===== config.mk =====
export PLATFORM = sky130hd
export DESIGN_NAME = laws5_queue
export DESIGN_NICKNAME = d
export VERILOG_FILES = /design/src/sv/laws5_pkg.sv /design/src/sv/laws5_queue.sv
export SDC_FILE = /design/constraint.sdc
export NUM_CORES = 1
export LEC_CHECK = 0
export ABC_AREA = 0
export BUFFER_PORTS_ARGS = -buffer_cell sky130_fd_sc_hd__buf_2
export CORE_AREA = 10 10 297 299
export DETAILED_ROUTE_END_ITERATION = 8
export DIE_AREA = 0 0 307 309
export RECOVER_POWER = 50
export SYNTH_ARGS = -nofsm -noshare
export SYNTH_HDL_FRONTEND = slang
export SYNTH_SLANG_ARGS = --single-unit
export TNS_END_PERCENT = 50

===== constraint.sdc =====
create_clock -name aclk -period 11.3 [get_ports aclk]
set_clock_uncertainty 0.05 [all_clocks]
set_input_delay 0.565 -clock aclk [delete_from_list [all_inputs] [get_ports aclk]]
set_output_delay 0.565 -clock aclk [all_outputs]
set_load 0.05 [all_outputs]

===== src/sv/laws5_pkg.sv =====
// ============================================================================
// Laws 5x5 filter package
// Shared widths, register codes, item types and the Laws vector taps.
// ============================================================================
`timescale 1ns / 1ps

package laws5_pkg;

    localparam int MASK_SIZE   = 5;
    localparam int MASK_HALF   = MASK_SIZE / 2;
    localparam int LB_ROWS     = MASK_SIZE - 1;
    localparam int PIX_W       = 8;
    localparam int SEL_W       = 3;
    localparam int DIM_W       = 11;
    localparam int POS_W       = 10;
    localparam int FV_W        = 17;
    localparam int TAP_W       = 4;
    localparam int COEF_W      = 7;
    localparam int PROD_W      = 16;
    localparam int MAX_HEIGHT  = 1024;
    localparam int CFG_IDX_W   = 2;
    localparam int QUEUE_DEPTH = 4;
    localparam int QP_W        = $clog2(QUEUE_DEPTH);
    localparam int QLVL_W      = $clog2(QUEUE_DEPTH + 1);

    // Configuration register indexes.
    localparam logic [CFG_IDX_W-1:0] CFG_ROW_SEL = 2'd0;
    localparam logic [CFG_IDX_W-1:0] CFG_COL_SEL = 2'd1;
    localparam logic [CFG_IDX_W-1:0] CFG_WIDTH   = 2'd2;
    localparam logic [CFG_IDX_W-1:0] CFG_HEIGHT  = 2'd3;

    // Laws vector codes.
    localparam logic [SEL_W-1:0] SEL_L5 = 3'd0;
    localparam logic [SEL_W-1:0] SEL_E5 = 3'd1;
    localparam logic [SEL_W-1:0] SEL_S5 = 3'd2;
    localparam logic [SEL_W-1:0] SEL_R5 = 3'd3;
    localparam logic [SEL_W-1:0] SEL_W5 = 3'd4;

    localparam logic [DIM_W-1:0] DIM_RESET = 11'd1024;

    typedef logic [PIX_W-1:0]          pix_t;
    typedef logic signed [TAP_W-1:0]   tap_t;
    typedef logic signed [COEF_W-1:0]  coef_t;
    typedef pix_t [MASK_SIZE-1:0][MASK_SIZE-1:0] win_t;

    typedef struct packed {
        logic [SEL_W-1:0] row_sel;
        logic [SEL_W-1:0] col_sel;
        logic [DIM_W-1:0] image_width;
        logic [DIM_W-1:0] image_height;
    } cfg_t;

    typedef struct packed {
        logic [POS_W-1:0] centre_row;
        logic [POS_W-1:0] centre_col;
        logic             frame_last;
    } meta_t;

    typedef struct packed {
        win_t  win;
        meta_t meta;
    } item_t;

    typedef struct packed {
        logic              empty;
        logic [QLVL_W-1:0] level;
    } q_stat_t;

    // Tap idx of the selected Laws vector; codes above W5 saturate to W5.
    function automatic tap_t laws_tap(input logic [SEL_W-1:0] sel, input int unsigned idx);
        logic [MASK_SIZE*TAP_W-1:0] vec;
        begin
            unique case (sel)
                SEL_L5:  vec = {4'sd1, 4'sd4, 4'sd6, 4'sd4, 4'sd1};
                SEL_E5:  vec = {4'sd1, 4'sd2, 4'sd0, -4'sd2, -4'sd1};
                SEL_S5:  vec = {-4'sd1, 4'sd0, 4'sd2, 4'sd0, -4'sd1};
                SEL_R5:  vec = {4'sd1, -4'sd4, 4'sd6, -4'sd4, 4'sd1};
                default: vec = {4'sd1, -4'sd2, 4'sd0, 4'sd2, -4'sd1};
            endcase
            return tap_t'(vec[idx*TAP_W +: TAP_W]);
        end
    endfunction

endpackage


===== src/sv/laws5_queue.sv =====
// ============================================================================
// Laws 5x5 window queue
// Short FIFO of complete windows between the front end and the MAC back end.
// ============================================================================
`timescale 1ns / 1ps

module laws5_queue import laws5_pkg::*; (
    input  logic    aclk,
    input  logic    aresetn,
    input  logic    push,
    input  item_t   push_item,
    input  logic    pop,
    output item_t   head,
    output q_stat_t q_stat
);

    item_t             q_mem [QUEUE_DEPTH];
    logic [QP_W-1:0]   wr_ptr_reg, rd_ptr_reg;
    logic [QLVL_W-1:0] level_reg;

    always_ff @(posedge aclk) begin
        if (push) begin
            q_mem[wr_ptr_reg] <= push_item;
        end
    end

    always_ff @(posedge aclk) begin
        if (!aresetn) begin
            wr_ptr_reg <= '0;
            rd_ptr_reg <= '0;
            level_reg  <= '0;
        end else begin
            if (push) begin
                wr_ptr_reg <= wr_ptr_reg + QP_W'(1);
            end
            if (pop) begin
                rd_ptr_reg <= rd_ptr_reg + QP_W'(1);
            end
            unique case ({push, pop})
                2'b10:   level_reg <= level_reg + QLVL_W'(1);
                2'b01:   level_reg <= level_reg - QLVL_W'(1);
                default: level_reg <= level_reg;
            endcase
        end
    end

    assign head         = q_mem[rd_ptr_reg];
    assign q_stat.empty = (level_reg == '0);
    assign q_stat.level = level_reg;

endmodule


# Word level (Yosys, flattened, before mapping)
# Memory sizes are Yosys's and may differ from the RTL's. A register that Yosys moved wholly into a read port is not among the register bits.
# Cells that the tools add are included.
# word_totals
ff_bits	7
in_bits	225
output_inout_bits	225
mem_count	1
mem_bits_rw	884
# mem_list
name	depth	width	read_ports	rd_clocked_by_memory_dff	wr	line_no	text
q_mem	4	221	1	1	1	laws5_queue.sv:17	item_t q_mem [QUEUE_DEPTH];
# op_classes
reduce_logical	2
n_mux	5
eq_ne	2
addsub	4
# ops
operator	n
case mux 3 bit (2 select lines)	1
adder 2 x 1 -> 2 bit (second input constant)	2
2-to-1 mux 2 bit	2
adder 3 x 1 -> 3 bit (second input constant)	1
logical NOT 3 bit	1
subtractor 3 x 1 -> 3 bit (second input constant)	1
== test 2 x 1 -> 1 bit (second input constant)	1
== test 2 bit (second input constant)	1
2-to-1 mux 1 bit	2
nonzero test 2 bit	1

# Depth between registers and ports, before layout
# depth
depth_word	3
ltp_mapped	7
ltp_nobuf	7

# Least setup slack after synthesis
# OpenSTA, ideal clock, no wires.
# synth_path
path_type	input -> register
from	input push
to	memory q_mem[0][0] in the netlist's numbering, enable pin
path_stages	1
path_slack_ps	5071
setup_time_ps	608
arrival_time_ps	5571
required_ps	10642
cell_sequence	and2_1
# synth_between
elab_chain_cells	2
# synth_lines
item	line_no	text
start, declared	laws5_queue.sv:10	input logic push,
2-to-1 mux 1 bit	laws5_queue.sv:22	if (push) begin
2-to-1 mux 1 bit (implied by the code)	laws5_queue.sv:23	q_mem[wr_ptr_reg] <= push_item;
end, declared	laws5_queue.sv:17	
# No other way between the ends.

# Worst setup path in the final report
# layout_path
from	register wr_ptr_reg[0]
to	memory q_mem[2][141] in the netlist's numbering, enable pin
# layout_rtl
item	line_no	text
start, declared	laws5_queue.sv:18	logic [QP_W-1:0] wr_ptr_reg, rd_ptr_reg;
start signal, assigned	laws5_queue.sv:34	wr_ptr_reg <= wr_ptr_reg + QP_W'(1);
# Straight into the memory's write port.

==> key figures <==
Routing
  – Drt wl/cell: 23.8 um
  – DR pass1 iterations: 4
  – Via Count: 14,400
  – DRC violations left: 0
  – Number of vias per cell: 5.06
  – WL final: 68,000 um
  – Post-DRT Antenna Nets: 0
  – DR iter-0 viols: 969

Power
  – Power Dens Cells: 201 mW/mm^2
  – Pint: 0.00568 W
  – Clk network pwr share: 36.0%
  – Reg power frac: 50.3%
  – Worst VDD drop: 142 uV
  – Leakage: 12.1 nW
  – Net Switching: 0.00199 W
  – Sw frac: 25.9%
  – Comb power frac: 13.7%

Timing
  – Worst Tran Pin Value: 3650 ps
  – Tcrit/Tclk final: 49.9%
  – Setup tns final: 0 ps
  – Fin crit period: 5640 ps
  – Final setup violating endpoints: 0
  – Hold_ws: 143 ps
  – Final Slew Violations: 122
  – Max_slew headroom: -143%
  – Hold Vio Cnt, Final: 0
  – Fmax: 0.177 GHz
  – Unrepaired setup endpoints after global routing: no
  – Fin worst setup slack: 5660 ps

Critical path
  – Total stage count of the critical path: 5
  – Max incr delay on CP: 2620 ps
  – Critical path capture point type: register
  – Top delay family on crit path: simple AND/OR/NAND/NOR gates
  – Largest fanout on the critical path: 60
  – Worst Setup EP: q_mem[2][141]$_DFFE_PP_
  – Critical Path AT: 5820 ps
  – Cell Chain, Critical Path: inv_1 -> ha_1 -> and2_0 -> buf_4 -> buf_4
  – Most frequent CP cell: buf_4
  – Crit path from: wr_ptr_reg[0]$_SDFFE_PN0P_
  – Required @ worst endpoint: 11,480 ps
  – Critical R2R Capture: q_mem[2][141]$_DFFE_PP_
  – Slowest cell on crit path: and2_0
  – Startpoint Class: register
  – Worst path bufs/invs: 3
  – Worst r2r src: wr_ptr_reg[0]$_SDFFE_PN0P_
  – R2R cell count: 5
  – FF-to-FF setup slack: 5660 ps
  – Crit Path Class: reg2reg

Clock tree
  – Root Driver: clkbuf_16
  – Hold Buf Count CTS: 0
  – Insertion delay to the later sink of the worst-skew pair: 620 ps
  – Clock-pin slew on the worst setup and hold paths: 60 ps
  – CTS tree: yes
  – CTS sink count: 893
  – Post-cts repair resize count: 0
  – H-tree depth: 3
  – Post-CTS Setup Bufs: 0
  – CTS buffer count: 91
  – Maximum clock path buffer count: 3

Synth
  – Post-synthesis cell count: 1,200
  – Post-synth cell types: 21
  – Post-synthesis sequential area ratio: 82.1%
  – Most used DFF post-synth: edfxtp_1
  – Avg Cell Area, Syn: 27.1 sq um
  – Fraction of registers with async set/reset: 0%
  – Post-synth EDFFs: 884
  – Cell Area, Synth: 0.0325 sq mm
  – Synth Net Count: 1,431
  – Yosys warnings: 0
  – Yosys reg bits: 893

Min path
  – Hold Path Cell Cnt: 1
  – Worst hold path class: in2reg

Run status
  – Outcome: finished with violations
  – Failing checks: max-capacitance violations, max-slew violations

Finish
  – P&R area growth vs syn: 17.4%
  – Most common cell after layout, fill and taps aside: edfxtp_1
  – Fillers: 6,821
  – Final Core Density: 46.7%
  – Post-Layout Inst Area: 0.0382 sq mm
  – Most frequent cells in the layout: edfxtp_1, clkbuf_1, buf_2
  – Layout Nets: 1,941
  – Max reg flops: 884
  – Share of layout cells above drive strength 1: 33.1%

Die
  – DIE AREA: 0.0949 sq mm
  – I/O pin cnt: 450
  – Starting density of the core: 39.8%
  – Core footprint: 0.0818 sq mm
  – Die Ht: 309 um
  – Die width: 307 um
  – Row count: 105

Placed design
  – Routability cong.: 0.725
  – Pre-CTS WS: 7150 ps
  – Detailed placement HPWL: 42,600 um
  – Buffers on Ports: 449
  – Placed Area: 0.0357 sq mm

Run
  – Max_cap viols: 3

GRT
  – GRT Util Overall: 14.1%
  – First-pass GRT wire length: 101,000 um
  – Initial antenna violation count: 18
  – Largest net degree at the start of global routing: 108
  – Total grt overflow: 0
  – Number of global-route vias before repair: 15,400
[synth_stat cells, types with 2 or more instances]
master / instances / share of area, %
mux4_2: 221 / 15
nand2_1: 2 / 0.023
buf_4: 3 / 0.069
ha_1: 5 / 0.19
and2_1: 10 / 0.19
buf_2: 21 / 0.32
buf_12: 21 / 1.3
dfxtp_1: 9 / 0.55
xor2_1: 3 / 0.081
clkbuf_1: 4 / 0.046
xnor2_1: 2 / 0.054
o21ai_0: 2 / 0.031
inv_1: 6 / 0.069
edfxtp_1: 884 / 82
[worst min-delay path by stage]
| stage | startpoint | end |
|---|---|---|
| floorplan | wr_ptr_reg[1]$_SDFFE_PN0P_ | wr_ptr_reg[1]$_SDFFE_PN0P_ |
| global placement | level_reg[2]$_SDFFE_PN0P_ | level_reg[2]$_SDFFE_PN0P_ |
| detailed placement | level_reg[2]$_SDFFE_PN0P_ | level_reg[2]$_SDFFE_PN0P_ |
| CTS | push_item[156] | q_mem[3][156]$_DFFE_PP_ |
| global route | push_item[168] | q_mem[0][168]$_DFFE_PP_ |
| finish | push_item[153] | q_mem[2][153]$_DFFE_PP_ |
[power groups by stage]
stage / Combinational [W] / Clock [W] / Sequential (W)
floorplan: 0.000815 / 0 / 0.00394
global placement: 0.00108 / 0 / 0.00392
detailed placement: 0.00109 / 0 / 0.00393
CTS: 0.00109 / 0.00284 / 0.00386
global route: 0.00111 / 0.00297 / 0.00387
finish: 0.00105 / 0.00276 / 0.00385
[routing by layer]
metal | vias up | part of all wire, % | track usage [%]
met2 | 475 | 49 | 22.4
met1 | 7567 | 39 | 17.9
met3 | 125 | 9.8 | 5.45
met5 | - | 0.29 | 0
met4 | 32 | 2.2 | 3.91
li1 | 6243 | - | -
[cell families (layout without fill, tap and decap cells)]
family / Yosys count / in the layout / share of synthesized area [%]
DFF: 893 / 893 / 82.1
muxes: 222 / 222 / 15.3
buffers and inverters: 56 / 637 / 1.83
and+or+nand+nor: 15 / 15 / 0.269
adders and majority gates: 6 / 6 / 0.254
xor gates and xnor gates: 5 / 5 / 0.135
AOI/OAI and AO/OA: 3 / 3 / 0.0538
other: 0 / 5 / 0
[through the flow]
step / power, W / instances
6_report: 0.00766 / 2856
4_1_cts: 0.00779 / 2851
3_3_place_gp: 0.00500 / 2687
2_1_floorplan: 0.00475 / 1200
5_1_grt: 0.00796 / 2851
3_5_place_dp: 0.00501 / 2687
[layout make-up]
| cell class | count | area [sq um] | area share, % |
|---|---|---|---|
| Timing Repair Buffer | 467 | 2120 | 5.54 |
| Tap cell | 1070 | 1340 | 3.50 |
| Antenna cell | 5 | 12.5 | 0.0328 |
| Clock buffer | 113 | 2400 | 6.28 |
| Sequential cell | 893 | 26700 | 70.0 |
| Multi-Input combinational cell | 251 | 5220 | 13.7 |
| Clock inverter | 51 | 358 | 0.937 |
| Inverter | 6 | 22.5 | 0.0590 |
No activity file was read; power rests on OpenSTA's default activity.
