==> config.mk <==
export PLATFORM = sky130hd
export DESIGN_NAME = laws5_back
export DESIGN_NICKNAME = d
export VERILOG_FILES = /design/src/sv/laws5_pkg.sv /design/src/sv/laws5_back.sv
export SDC_FILE = /design/constraint.sdc
export NUM_CORES = 2
export LEC_CHECK = 0
export BUFFER_PORTS_ARGS = -buffer_cell sky130_fd_sc_hd__buf_4
export CAP_MARGIN = 30
export CORE_MARGIN = 4
export CORE_UTILIZATION = 55
export CTS_CLUSTER_DIAMETER = 30
export DETAILED_ROUTE_END_ITERATION = 8
export GPL_TIMING_DRIVEN = 1
export PLACE_DENSITY = 0.69
export SLEW_MARGIN = 20
export SYNTH_ARGS = -nofsm -noshare
export SYNTH_HDL_FRONTEND = slang
export SYNTH_SLANG_ARGS = --single-unit
export TNS_END_PERCENT = 100
==> constraint.sdc <==
create_clock -name aclk -period 15.2 [get_ports aclk]
set_input_delay 0 -clock aclk [delete_from_list [all_inputs] [get_ports aclk]]
set_output_delay 0 -clock aclk [all_outputs]
set_load 0.05 [all_outputs]
==> src/sv/laws5_pkg.sv <==
// ============================================================================
// Laws 5x5 filter package
// Shared widths, register codes, item types and the Laws vector taps.
// ============================================================================
`timescale 1ns / 1ps

package laws5_pkg;

    localparam int MASK_SIZE   = 5;
    localparam int MASK_HALF   = MASK_SIZE / 2;
    localparam int LB_ROWS     = MASK_SIZE - 1;
    localparam int PIX_W       = 8;
    localparam int SEL_W       = 3;
    localparam int DIM_W       = 11;
    localparam int POS_W       = 10;
    localparam int FV_W        = 17;
    localparam int TAP_W       = 4;
    localparam int COEF_W      = 7;
    localparam int PROD_W      = 16;
    localparam int MAX_HEIGHT  = 1024;
    localparam int CFG_IDX_W   = 2;
    localparam int QUEUE_DEPTH = 4;
    localparam int QP_W        = $clog2(QUEUE_DEPTH);
    localparam int QLVL_W      = $clog2(QUEUE_DEPTH + 1);

    // Configuration register indexes.
    localparam logic [CFG_IDX_W-1:0] CFG_ROW_SEL = 2'd0;
    localparam logic [CFG_IDX_W-1:0] CFG_COL_SEL = 2'd1;
    localparam logic [CFG_IDX_W-1:0] CFG_WIDTH   = 2'd2;
    localparam logic [CFG_IDX_W-1:0] CFG_HEIGHT  = 2'd3;

    // Laws vector codes.
    localparam logic [SEL_W-1:0] SEL_L5 = 3'd0;
    localparam logic [SEL_W-1:0] SEL_E5 = 3'd1;
    localparam logic [SEL_W-1:0] SEL_S5 = 3'd2;
    localparam logic [SEL_W-1:0] SEL_R5 = 3'd3;
    localparam logic [SEL_W-1:0] SEL_W5 = 3'd4;

    localparam logic [DIM_W-1:0] DIM_RESET = 11'd1024;

    typedef logic [PIX_W-1:0]          pix_t;
    typedef logic signed [TAP_W-1:0]   tap_t;
    typedef logic signed [COEF_W-1:0]  coef_t;
    typedef pix_t [MASK_SIZE-1:0][MASK_SIZE-1:0] win_t;

    typedef struct packed {
        logic [SEL_W-1:0] row_sel;
        logic [SEL_W-1:0] col_sel;
        logic [DIM_W-1:0] image_width;
        logic [DIM_W-1:0] image_height;
    } cfg_t;

    typedef struct packed {
        logic [POS_W-1:0] centre_row;
        logic [POS_W-1:0] centre_col;
        logic             frame_last;
    } meta_t;

    typedef struct packed {
        win_t  win;
        meta_t meta;
    } item_t;

    typedef struct packed {
        logic              empty;
        logic [QLVL_W-1:0] level;
    } q_stat_t;

    // Tap idx of the selected Laws vector; codes above W5 saturate to W5.
    function automatic tap_t laws_tap(input logic [SEL_W-1:0] sel, input int unsigned idx);
        logic [MASK_SIZE*TAP_W-1:0] vec;
        begin
            unique case (sel)
                SEL_L5:  vec = {4'sd1, 4'sd4, 4'sd6, 4'sd4, 4'sd1};
                SEL_E5:  vec = {4'sd1, 4'sd2, 4'sd0, -4'sd2, -4'sd1};
                SEL_S5:  vec = {-4'sd1, 4'sd0, 4'sd2, 4'sd0, -4'sd1};
                SEL_R5:  vec = {4'sd1, -4'sd4, 4'sd6, -4'sd4, 4'sd1};
                default: vec = {4'sd1, -4'sd2, 4'sd0, 4'sd2, -4'sd1};
            endcase
            return tap_t'(vec[idx*TAP_W +: TAP_W]);
        end
    endfunction

endpackage

==> src/sv/laws5_back.sv <==
// ============================================================================
// Laws 5x5 back end
// Mask coefficients, 25 parallel products, row sums, total and output register.
// ============================================================================
`timescale 1ns / 1ps

module laws5_back import laws5_pkg::*; (
    input  logic                    aclk,
    input  logic                    aresetn,
    input  cfg_t                    cfg,
    input  q_stat_t                 q_stat,
    input  item_t                   head,
    output logic                    pop,
    output logic                    m_valid,
    input  logic                    m_ready,
    output logic signed [FV_W-1:0]  m_filtered_value,
    output logic [POS_W-1:0]        m_centre_row,
    output logic [POS_W-1:0]        m_centre_col,
    output logic                    m_frame_last
);

    coef_t                   coef_reg  [MASK_SIZE][MASK_SIZE];
    coef_t                   coef_next [MASK_SIZE][MASK_SIZE];
    logic signed [PROD_W-1:0] prod_reg  [MASK_SIZE][MASK_SIZE];
    logic signed [PROD_W-1:0] prod_next [MASK_SIZE][MASK_SIZE];
    logic signed [FV_W-1:0]  row_sum_reg  [MASK_SIZE];
    logic signed [FV_W-1:0]  row_sum_next [MASK_SIZE];
    logic signed [FV_W-1:0]  total_next;
    logic signed [FV_W-1:0]  fv_reg;
    meta_t                   b1_meta_reg, b2_meta_reg, out_meta_reg;
    logic                    b1_valid_reg, b2_valid_reg, m_valid_reg;
    logic                    adv;

    // The whole back end moves when the output register is free or drained.
    assign adv = !m_valid_reg || m_ready;
    assign pop = adv && !q_stat.empty;

    // Mask rotated by 180 degrees: window pixel (k,l) takes taps 4-k and 4-l.
    always_comb begin
        for (int k = 0; k < MASK_SIZE; k++) begin
            for (int l = 0; l < MASK_SIZE; l++) begin
                coef_next[k][l] = COEF_W'(laws_tap(cfg.row_sel, MASK_SIZE - 1 - k))
                                * COEF_W'(laws_tap(cfg.col_sel, MASK_SIZE - 1 - l));
            end
        end
    end

    always_comb begin
        for (int k = 0; k < MASK_SIZE; k++) begin
            for (int l = 0; l < MASK_SIZE; l++) begin
                prod_next[k][l] = PROD_W'(signed'({1'b0, head.win[k][l]}))
                                * PROD_W'(coef_reg[k][l]);
            end
        end
    end

    // Sums wrap modulo 2^17; the exact total always fits that range.
    always_comb begin
        for (int k = 0; k < MASK_SIZE; k++) begin
            row_sum_next[k] = '0;
            for (int l = 0; l < MASK_SIZE; l++) begin
                row_sum_next[k] = row_sum_next[k] + FV_W'(prod_reg[k][l]);
            end
        end
        total_next = '0;
        for (int k = 0; k < MASK_SIZE; k++) begin
            total_next = total_next + row_sum_reg[k];
        end
    end

    always_ff @(posedge aclk) begin
        coef_reg <= coef_next;
        if (adv) begin
            prod_reg     <= prod_next;
            b1_meta_reg  <= head.meta;
            row_sum_reg  <= row_sum_next;
            b2_meta_reg  <= b1_meta_reg;
            fv_reg       <= total_next;
            out_meta_reg <= b2_meta_reg;
        end
    end

    always_ff @(posedge aclk) begin
        if (!aresetn) begin
            b1_valid_reg <= 1'b0;
            b2_valid_reg <= 1'b0;
            m_valid_reg  <= 1'b0;
        end else if (adv) begin
            b1_valid_reg <= pop;
            b2_valid_reg <= b1_valid_reg;
            m_valid_reg  <= b2_valid_reg;
        end
    end

    assign m_valid          = m_valid_reg;
    assign m_filtered_value = fv_reg;
    assign m_centre_row     = out_meta_reg.centre_row;
    assign m_centre_col     = out_meta_reg.centre_col;
    assign m_frame_last     = out_meta_reg.frame_last;

endmodule

# Word level (Yosys, flattened, before mapping)
# Index checks and enable logic that the tools add are counted.
[word_totals]
register_bits = 743
latchBits = 0
ramBits = 0
rom_bits = 0
input_bits = 256
out_inout_bits = 40
elab_cells = 156
mem_count = 0
[classes]
addsub = 24
multipliers = 50
div_mod_pow = 0
magnitude_cmp = 0
n_eq_ne = 6
n_shift = 0
muxes = 2
bitwise_logic = 0
reduce_logical = 6
[ops]
columns = ["operator", "n"]
rows = [
  ["9-bit by 7-bit multiplier with 16-bit output", 25],
  ["17-bit by 16-bit adder with 17-bit output", 15],
  ["4-bit by 4-bit multiplier with 7-bit output", 25],
  ["20-bit case mux with 4 select lines", 2],
  ["16-bit by 16-bit adder with 17-bit output", 5],
  ["17-bit adder", 4],
  ["3-bit by 2-bit == test with 1-bit output (second input constant)", 4],
  ["3-bit by 1-bit == test with 1-bit output (second input constant)", 2],
  ["3-bit zero test", 2],
  ["1-bit zero test", 2],
  ["1-bit logical AND", 1],
  ["1-bit logical OR", 1],
]

# Logic depth before layout (Yosys ltp)
[depth]
depth_word = 4
ltp_mapped = 18

# Worst setup path before layout
# Ideal clock, no wire load.
[synth_path]
path_kind = "register to register"
startpoint = "register m_valid_reg, in the netlist m_valid"
endpoint = "register b1_meta_reg[0] in the netlist's numbering (enable)"
setup_time_ps = 878
t_arrival_ps = 10980
path_slack_ps = 3342
stages_incl_launch_ff = 3
n_path_buf = 0
path_cell_list = "dfxtp_1 > nor2b_1 > inv_1"
[synth_between]
elab_chain_cells = 2
[synth_rtl]
columns = ["item", "line_no", "rtl"]
rows = [
  ["start: declaration", "laws5_back.sv:31", "logic b1_valid_reg, b2_valid_reg, m_valid_reg;"],
  ["start signal: assignment", "laws5_back.sv:91", "m_valid_reg <= b2_valid_reg;"],
  ["1-bit zero test", "laws5_back.sv:35", "assign adv = !m_valid_reg || m_ready;"],
  ["1-bit logical OR", "laws5_back.sv:35", ""],
  ["end signal: assignment", "laws5_back.sv:75", "b1_meta_reg <= head.meta;"],
  ["end: declaration", "laws5_back.sv:30", "meta_t b1_meta_reg, b2_meta_reg, out_meta_reg;"],
]
# Every way passes these cells.
# A chain may end at the register's enable or synchronous reset.

==> metrics.md <==
| Metric | Value |
|---|---|
| Max-cap violations | `0` |
| Top FF cell, synth | `edfxtp_1` |
| Crit path time final | `about 5.3 ns` |
| Tightest Pin Transition | `~0.97 ns` |
| Vias in the first global route | `between 50000 and 60000` |
| First-pass GRT wire length | `~260000 um` |
| Distinct cells, synth | `60` |
| Area grow syn2layout | `16.09%` |
| Delay of the slowest cell on the worst path | `roughly 0.64 ns` |
| H-tree levels | `4` |
| Post-DP HPWL | `around 130000 um` |
| Worst r2r path cells | `15` |
| Crit path launch type | `flop` |
| Post-cts resize count | `0` |
| Slew headroom | `0.3510` |
| Synthesized area per cell | `approximately 11 sq um` |
| Status | `finished, final reports clean` |
| Fin nets | `between 9000 and 10000` |
| Max frequency | `about 0.19 GHz` |
| RePlAce Congestion | `~0.9` |
| Critical path type | `reg2reg` |
| Seq/Total Area, Yosys | `0.2531` |
| CP Launch Point | `coef_reg[36]` |
| Crit path capture | `prod_reg[319]` |
| FF+latch count, synth | `between 600 and 700` |
| RR Startpoint | `coef_reg[36]` |
| Worst hold slack | `a little under 0.09 ns` |
| WP data required | `15.66 ns` |
| Synth Net Count | `8999` |
| Core Footprint | `between 100000 and 150000 sq um` |
| Fillers | `around 10000` |
| CTS Buf Count | `169` |
| DRT Wirelength | `around 160000 um` |
| Clock buffer depth | `3` |
| Largest register FFs | `between 300 and 400` |
| All-Layer GR Usage | `0.2414` |
| Setup Skew | `0.02550 ns` |
| Final hold violations | `0` |
| Clk slew on worst S/H paths | `0.04 ns` |
| Initial antenna violation count | `22` |
| Setup TNS | `0 ns` |
| IO Count | `between 200 and 300` |
| CP max stage cell | `a211oi_1` |
| Reg2reg end | `prod_reg[319]` |
| Detail Route Antenna Nets | `0` |
| Vias per inst | `5.190` |
| Hold WC Path Type | `in2reg` |
| Most used cell, CP | `fa_1` |
| DRT Pass-1 Iters | `6` |
| Post-Syn Area | `~71000 sq um` |
| TritonCTS clock tree | `built` |
| Final Util | `0.6461` |
| Post-CTS Setup Bufs | `0` |
| Starting density of the core | `0.5566` |
| Die area | `between 100000 and 150000 sq um` |
| CTS sink count | `636` |
| Detailed-route DRC error count | `0` |
| Register-to-Register Setup Slack | `9.88 ns` |
| Vias | `47476` |
| DP Area | `between 70000 and 80000 sq um` |
| Critical-path maximum fanout | `32` |
| Yosys warns | `0` |
| CP cell instances | `buf_4, and2_1, fa_1, inv_1, fa_1, inv_1, fa_1, fa_1, ha_1, nor2b_1, o21ai_0, a21oi_1, o41ai_1, nor2_1, a211oi_1` |
| Largest net degree at the start of global routing | `130` |
| Wire per inst | `about 17 um` |
| GRT overflow | `0` |
| Clk root buf | `clkbuf_16` |
| Critical path arrival | `roughly 5.8 ns` |
| Hold Crit Start | `cfg[25]` |
| Layout cells sized above 1 | `0.07901` |
| Crit share post-route | `0.3497` |
| Die Span X | `~370 um` |
| Post-route cell area | `82820 sq um` |
| DRT iter0 DRCs | `2721` |
| Final setup fails | `0` |
| Crit. End Element | `flop` |
| Cells after Synth | `6700` |
| Buffers added on ports | `270` |
| RSZ-0062 raised after global routing | `false` |
| Synth async-reset ratio | `0` |
| Clk_lat worst skew | `slightly below 0.8 ns` |
| Slew Limit Fails | `0` |
| Std cell rows | `131` |
| Number of synthesized flops with an enable pin | `between 500 and 600` |
| Die height | `~370 um` |
-- cells in the mapped netlist (5+ instances only) --
library cell / number / share of area
o21ai_0: 153 / 0.011
o41ai_1: 11 / 0.0014
o311ai_0: 13 / 0.0016
ha_1: 1159 / 0.20
clkbuf_1: 36 / 0.0019
o31a_1: 5 / 0.00061
a21o_1: 34 / 0.0036
nor2_1: 232 / 0.012
or4_1: 13 / 0.0014
nor3_1: 26 / 0.0018
a21oi_1: 187 / 0.013
nand2b_1: 82 / 0.0072
a2111oi_0: 6 / 0.00074
o21bai_1: 43 / 0.0045
nor4_1: 5 / 0.00044
xnor2_1: 252 / 0.031
and2_1: 627 / 0.055
or3_1: 20 / 0.0018
nand2_1: 274 / 0.014
a21boi_0: 10 / 0.0011
dfxtp_1: 104 / 0.029
and3_1: 6 / 0.00053
o211ai_1: 16 / 0.0017
o21a_1: 71 / 0.0075
a211o_1: 5 / 0.00061
nor2b_1: 164 / 0.014
or2_2: 9 / 0.00079
fa_1: 884 / 0.25
a2bb2oi_1: 5 / 0.00061
a211oi_1: 36 / 0.0038
xor2_1: 120 / 0.015
nand3_1: 29 / 0.0020
o31ai_1: 17 / 0.0018
a31oi_1: 8 / 0.00070
edfxtp_1: 532 / 0.22
inv_1: 1455 / 0.077
-- layer usage --
metal	track usage	routed length, um	part of all wire	up-vias
li1	-	-	-	22704
met1	0.3350	71210	0.45	23536
met2	0.3927	74820	0.47	1013
met3	0.04211	8922	0.056	211
met4	0.06633	3523	0.022	12
met5	0	73	0.00046	-
-- layout make-up --
class	instances	area, sq um	area share
Timing Repair Buffer	428	3621	0.04372
Inverter	1457	5477	0.06613
Clock buffer	204	4493	0.05425
Clock inverter	113	1310	0.01582
Tap cell	1729	2163	0.02612
Antenna cell	14	35.03	0.0004230
Multi-Input combinational cell	4566	47660	0.5755
Sequential cell	636	18060	0.2180
-- how the worst min path moves through the flow --
| stage | endpoint | cells after the start |
|---|---|---|
| 3_3_place_gp | b1_meta_reg[10] | 1 |
| 3_5_place_dp | b1_meta_reg[10] | 1 |
| 4_1_cts | coef_reg[52] | 5 |
| 2_1_floorplan | b1_meta_reg[0] | 0 |
| 6_report | coef_reg[52] | 5 |
| 5_1_grt | prod_reg[127] | 7 |
-- repair_timing --
| action | 4_1_cts | 5_1_grt |
|---|---|---|
| endpoints found under the setup margin | 0 | 0 |
| hold buffers | 139 | 0 |
| hold endpoints to repair | 153 | 0 |
-- critical path: cells and delay by family (launching register included) --
family          cells  cell delay [ns]
fa+ha+maj           5             2.26
compound gates      4             1.62
simple gates        3             0.47
buf+inv             3             0.35
flops               1             0.29
-- cells in the final DEF, fill, tap and decap left out, drive strengths merged, types with 190 or more instances in the layout --
cell type and instances:
a21oi 190, and2 627, buf 289, clkbuf 204, edfxtp 532, fa 884, ha 1159, inv 1464
nand2 274, nor2 232, xnor2 252
-- through the flow --
stage,setup WS (ns),std cells
6_report,9.885,9147
5_1_grt,9.706,9138
4_1_cts,9.930,9130
3_5_place_dp,10.01,8674
3_3_place_gp,10.09,8674
2_1_floorplan,3.342,6700
-- kinds of logic after synthesis --
family | synth area share
XOR/XNOR | 0.04567
buffers and inverters | 0.07887
adder cells (fa/ha/maj) | 0.4513
AO/OA/AOI/OAI | 0.05816
multiplexers | 0.0001403
flip-flops | 0.2531
AND/OR/NAND/NOR | 0.1127
Power is left out: the tool's default activity adds up to more than one toggle a clock period on the data nets, which glitch-free logic cannot reach.
